**config.mk**
```make
export PLATFORM = sky130hd
export DESIGN_NAME = apq_min_track
export DESIGN_NICKNAME = d
export VERILOG_FILES = /design/src/apq_pkg.sv /design/src/apq_min_track.sv
export SDC_FILE = /design/constraint.sdc
export NUM_CORES = 1
export LEC_CHECK = 0
export BUFFER_PORTS_ARGS = -buffer_cell sky130_fd_sc_hd__buf_2
export CAP_MARGIN = 10
export CORE_MARGIN = 2
export CORE_UTILIZATION = 50
export DETAILED_ROUTE_END_ITERATION = 10
export GPL_TIMING_DRIVEN = 0
export PLACE_DENSITY = 0.82
export SETUP_SLACK_MARGIN = 0.1
export SKIP_CTS_REPAIR_TIMING = 1
export SLEW_MARGIN = 20
export SYNTH_ARGS = -nofsm -noshare
export SYNTH_HDL_FRONTEND = slang
export SYNTH_SLANG_ARGS = --single-unit
```
**constraint.sdc**
```tcl
create_clock -name clk -period 6 [get_ports clk]
set_input_delay 1.2 -clock clk [delete_from_list [all_inputs] [get_ports clk]]
set_output_delay 1.2 -clock clk [all_outputs]
set_load 0.05 [all_outputs]
```
**src/apq_pkg.sv**
```systemverilog
// shared constants, codes and types of the array min priority queue
// no dependencies
package apq_pkg;

	localparam int MAX_VERTICES = 1023;
	localparam int SLOTS        = MAX_VERTICES + 1;
	localparam int VTX_W        = $clog2(SLOTS);
	localparam int KEY_W        = 32;
	localparam int ENTRY_W      = KEY_W + 1;

	localparam logic [VTX_W-1:0] MAX_VTX   = VTX_W'(MAX_VERTICES);
	localparam logic [VTX_W-1:0] LAST_SLOT = VTX_W'(SLOTS - 1);

	// command codes
	localparam logic [1:0] CMD_LOAD = 2'd0;
	localparam logic [1:0] CMD_DEC  = 2'd1;
	localparam logic [1:0] CMD_DEL  = 2'd2;

	// status codes
	localparam logic STATUS_OK  = 1'b0;
	localparam logic STATUS_BAD = 1'b1;

	// one candidate word from the memory scan
	typedef struct packed {
		logic             clear;
		logic             valid;
		logic             member;
		logic [VTX_W-1:0] idx;
		logic             inf;
		logic [KEY_W-1:0] key;
	} cand_t;

	// running winner of the scan
	typedef struct packed {
		logic             found;
		logic [VTX_W-1:0] idx;
	} best_t;

	typedef enum logic [6:0] {
		S_IDLE   = 7'b0000001,
		S_CHECK  = 7'b0000010,
		S_BUILD  = 7'b0000100,
		S_SCAN   = 7'b0001000,
		S_DRAIN  = 7'b0010000,
		S_REMOVE = 7'b0100000,
		S_DONE   = 7'b1000000
	} state_t;

endpackage

```
**src/apq_min_track.sv**
```systemverilog
// running minimum of the delete-min scan: infinite loses, ties keep lower index
// depends on apq_pkg
module apq_min_track import apq_pkg::*; (
	input  logic  clk,
	input  logic  arst_n,
	input  cand_t cand,
	output best_t best
);

	logic             found_q;
	logic [VTX_W-1:0] idx_q;
	logic             inf_q;
	logic [KEY_W-1:0] key_q;
	logic             ranks_first;
	logic             take;

	// rank compare against the held winner
	always_comb begin
		ranks_first = !cand.inf && (inf_q || ($signed(cand.key) < $signed(key_q)));
		take        = cand.valid && cand.member && (!found_q || ranks_first);
	end

	// winner flag
	always_ff @(posedge clk or negedge arst_n) begin
		if (!arst_n) begin
			found_q <= 1'b0;
		end else if (cand.clear) begin
			found_q <= 1'b0;
		end else if (take) begin
			found_q <= 1'b1;
		end
	end

	// winner payload
	always_ff @(posedge clk) begin
		if (take && !cand.clear) begin
			idx_q <= cand.idx;
			inf_q <= cand.inf;
			key_q <= cand.key;
		end
	end

	assign best.found = found_q;
	assign best.idx   = idx_q;

endmodule

```
# After elaboration in Yosys (flattened, before gate mapping)

Index checks and enable logic that the tools add are counted.

ROM bits: 0
Input bits: 48
Bits in latches: 0
Bits in registers: 44
Bits in writable memories: 0
Memories kept: 0
Output and inout port bits: 11

Div/mod/pow operators: 0
$add $sub $neg: 0
Bitwise logic cells: 0
Muxes and demuxes: 2
Order comparisons: 1
Reductions and logical operators: 10
Shift-type cells: 0
Eq/ne operators: 0
Multiply operators: 0

Operators with widths:

| kind                        | count |
|---|---|
| less-than comparator 32 bit | 1 |
| logical AND 1 bit           | 4 |
| zero test 1 bit             | 3 |
| logical OR 1 bit            | 2 |
| two-way mux 1 bit           | 2 |
| nonzero test 2 bit          | 1 |

# Depth between registers and ports, before layout

Depth in word-level cells: 7
Depth in mapped cells: 8

# Worst setup path before layout

Ideal clock, no wire load.

Kind: input port to flip-flop
Start point: input cand[27] in the netlist's numbering
End point: register idx_q[0] (enable)
Path buffers: 0
Arrival: 3547 ps
Setup slack: 2048 ps
Required time: 5595 ps
Stages on the path: 7
Path through: ha_1 -> a21oi_2 -> o21ai_2 -> a2111oi_2 -> nor4bb_1 -> a2111oi_2 -> and2_1

Longest elaborated chain between the ends: 6

RTL lines:

| what                        | RTL line            | text |
|---|---|---|
| start: declaration          | apq_min_track.sv:6  | `input cand_t cand,` |
| less-than comparator 32 bit | apq_min_track.sv:19 | `ranks_first = !cand.inf && (inf_q \|\| ($signed(cand.key) < $signed(key_q)));` |
| logical OR 1 bit            | apq_min_track.sv:19 |  |
| logical AND 1 bit           | apq_min_track.sv:19 |  |
| logical OR 1 bit            | apq_min_track.sv:20 | `take = cand.valid && cand.member && (!found_q \|\| ranks_first);` |
| logical AND 1 bit           | apq_min_track.sv:20 |  |
| logical AND 1 bit           | apq_min_track.sv:36 | `if (take && !cand.clear) begin` |
| end signal: assignment      | apq_min_track.sv:37 | `idx_q <= cand.idx;` |
| end: declaration            | apq_min_track.sv:11 | `logic [VTX_W-1:0] idx_q;` |

No other way between the ends.
A chain may end at the register's enable or synchronous reset.

# Final worst setup path

Start point: input cand[19] in the netlist's numbering
End point: register idx_q[9] (enable)

The elaborated chain is that of the path after synthesis.

==> results by group <==
Setup path
  • Crit path required time: ~6 ns
  • Crit Path Class: in -> reg
  • Cell count of the worst reg-to-reg path: 9
  • R2r setup slk: 3.29 ns
  • Critical path arrival: 3.35 ns
  • Setup crit start: cand[19]
  • Crit. End Element: register
  • Crit Path Max Fanout: 29
  • Reg2reg end: idx_q[9]
  • Worst r2r src: key_q[19]
  • Startpoint Class: input pin

Synthesis
  • Yosys top cell area share: 0.588
  • Cells after synthesis: about 160
  • Syn Area/Cell: 13.6 um^2
  • Post-synthesis cell area: 0.00220 mm^2
  • FFs w/ async S/R, synth: 0.0227
  • Synth unique cells: 30
  • Synth area leader: edfxtp_1
  • EDFF count, synth: 43
  • Ys flop type: edfxtp_1
  • Ys Warns: 0
  • Area contributors post-synth: edfxtp_1, ha_1, inv_1
  • Yosys reg bits: 44
  • Post-Syn Nets: 240
  • Register area share after synthesis: 0.599

Power and ir drop
  • P_leak: 1.23 nW
  • Peak supply drop: 0.115 mV
  • PwrDens: 231 mW/mm^2
  • Tot Pwr: 0.616 mW

Floorplanning
  • Die area: 0.00494 mm^2
  • Core Region: between 0.004 and 0.005 mm^2
  • Initial Util: 0.511
  • Boundary Pins: 59
  • Chip Width: 70.3 um
  • Die Height: ~70 um
  • FP Rows: 24

Timing
  • Slew Limit Fails: 0
  • Period utilisation layout: 0.560
  • FMAX: 298 MHz
  • Setup TNS: 0 ns
  • Final setup margin: roughly 2.6 ns
  • RSZ-0062 raised after global routing: no
  • Slew HR: 0.738
  • Tmin final: 3.36 ns
  • Worst slew pin tran: 0.392 ns
  • Max Clock Skew: 0.00615 ns
  • Setup violators final: 0
  • Endpoints failing hold: 0

Hold path
  • Hold Path Class: reg -> reg
  • Worst Hold Depth: 2
  • Worst Hold End: found_q
  • Worst Hold Launch: found_q

Route
  • DR vias: 1452
  • Wirelength per Cell: 13.5 um
  • Iter 0 DRT Violations: 140
  • WL final: 3.77 mm
  • Drt pass-1 iters: 4
  • DR vias/cell: slightly above 5
  • Post-route ant nets: 0
  • Drc violations: 0

GRT
  • Maximum number of pins on one net before global-route repair: 30
  • Total grt overflow: 0
  • All-layer global routing usage: 0.173
  • Initial antenna violation count: 0
  • Via count of the first global-routing pass: 1533
  • First-pass GRT wire length: between 6 and 7 mm

Place
  • Global placer's final weighted congestion: ~0.75
  • Pre-CTS WS: 2.29 ns
  • Dpl hpwl: 2.95 mm
  • I/O Buffers: 58
  • Post-Place Cells: 272

Clock tree
  • CTS buffer count: 5
  • CTS sink cnt: 44
  • Worst-case clock buffer depth: 2
  • Worst-Skew Late Latency: 0.29 ns
  • Reg clk slew, reported paths: 0.08 ns
  • CTS root buf: clkbuf_8
  • H-tree levels: 2
  • CTS tree: built

Final layout
  • Final #Nets: 306
  • Layout Cells excl Fill: 280
  • Layout cell share with drive strength beyond 1: 0.342
  • Commonest non-fill, non-tap cells in the layout: buf_2, edfxtp_1, inv_1
  • Commonest non-fill, non-tap cell in the layout: buf_2
  • N_diodes: 0
  • P&R area growth vs syn: 21.4%

Run status
  • Run status: complete, no violations

Run
  • Max-Cap Viols: 0
==> synthesized netlist by cell type, types with 2 or more instances <==
cell type / n
a2111oi_2: 3
a21o_1: 3
a21oi_1: 7
a21oi_2: 4
and4_1: 2
edfxtp_1: 43
ha_1: 31
inv_1: 32
nand2_1: 5
nand2b_1: 2
nand3_1: 3
nand4_1: 4
nor2_1: 3
o21ai_0: 3
==> worst max-delay path by stage <==
| stage | slack (ns) | cells after the start | to |
|---|---|---|---|
| 4_1_cts | 2.60 | 9 | key_q[12] |
| 5_1_grt | 2.44 | 9 | key_q[4] |
| 3_5_place_dp | 2.29 | 9 | key_q[5] |
| 2_1_floorplan | 2.05 | 7 | idx_q[0] |
| 3_3_place_gp | 1.44 | 8 | key_q[4] |
| 6_report | 2.64 | 9 | idx_q[9] |
==> registers in the layout, summed over array words and instances, names as in the netlist <==
name,count
inf_q,1
idx_q,10
found_q,1
key_q,32
==> power by group <==
part / switching (mW) / internal [mW] / total, mW
sequential: 0.00259 / 0.348 / 0.350
clock: 0.0980 / 0.0919 / 0.190
combinational: 0.0422 / 0.0332 / 0.0754
total: 0.143 / 0.473 / 0.616
==> cell families (layout without fill, tap and decap cells) <==
logic type               after synthesis  count (layout)  synth area share
AND/OR/NAND/NOR                       25              25            0.0695
adder cells (fa/ha/maj)               31              31             0.177
flip-flops                            44              44             0.599
AO/OA/AOI/OAI                         28              28            0.0963
buffers and inverters                 33             100            0.0581
==> critical path: stages <==
cell and delay (ns):
buf_2 0.11, ha_1 0.32, a21oi_2 0.14, o21ai_1 0.09, a2111oi_2 0.37, nor4bb_1 0.11, a2111oi_2 0.32, and2_2 0.44
buf_12 0.25
==> stage by stage <==
step | hold WS (ns) | cell area, um^2 | util
3_5_place_dp | 0.601 | 2570 | 0.599
2_1_floorplan | 0.511 | 2200 | -
3_3_place_gp | 0.559 | 2550 | 0.594
6_report | 0.612 | 2670 | 0.621
5_1_grt | 0.637 | 2670 | 0.621
4_1_cts | 0.620 | 2670 | 0.621
==> metal layers <==
layer	wire (um)	GRT usage
met5	0	0
met4	92	0.0726
met3	288	0.0505
met2	1790	0.283
met1	1600	0.214
==> layout make-up <==
type | count | area, um^2
fillers | 354 | 1630
flip-flops and latches | 44 | 1320
multi-input cells | 84 | 753
repair buffers | 59 | 310
inverters | 32 | 120
clock buffers | 6 | 82.6
well taps | 52 | 65.1
clock inverters | 2 | 10.0
plain buffers | 1 | 7.51
No activity file was read; power rests on OpenSTA's default activity.
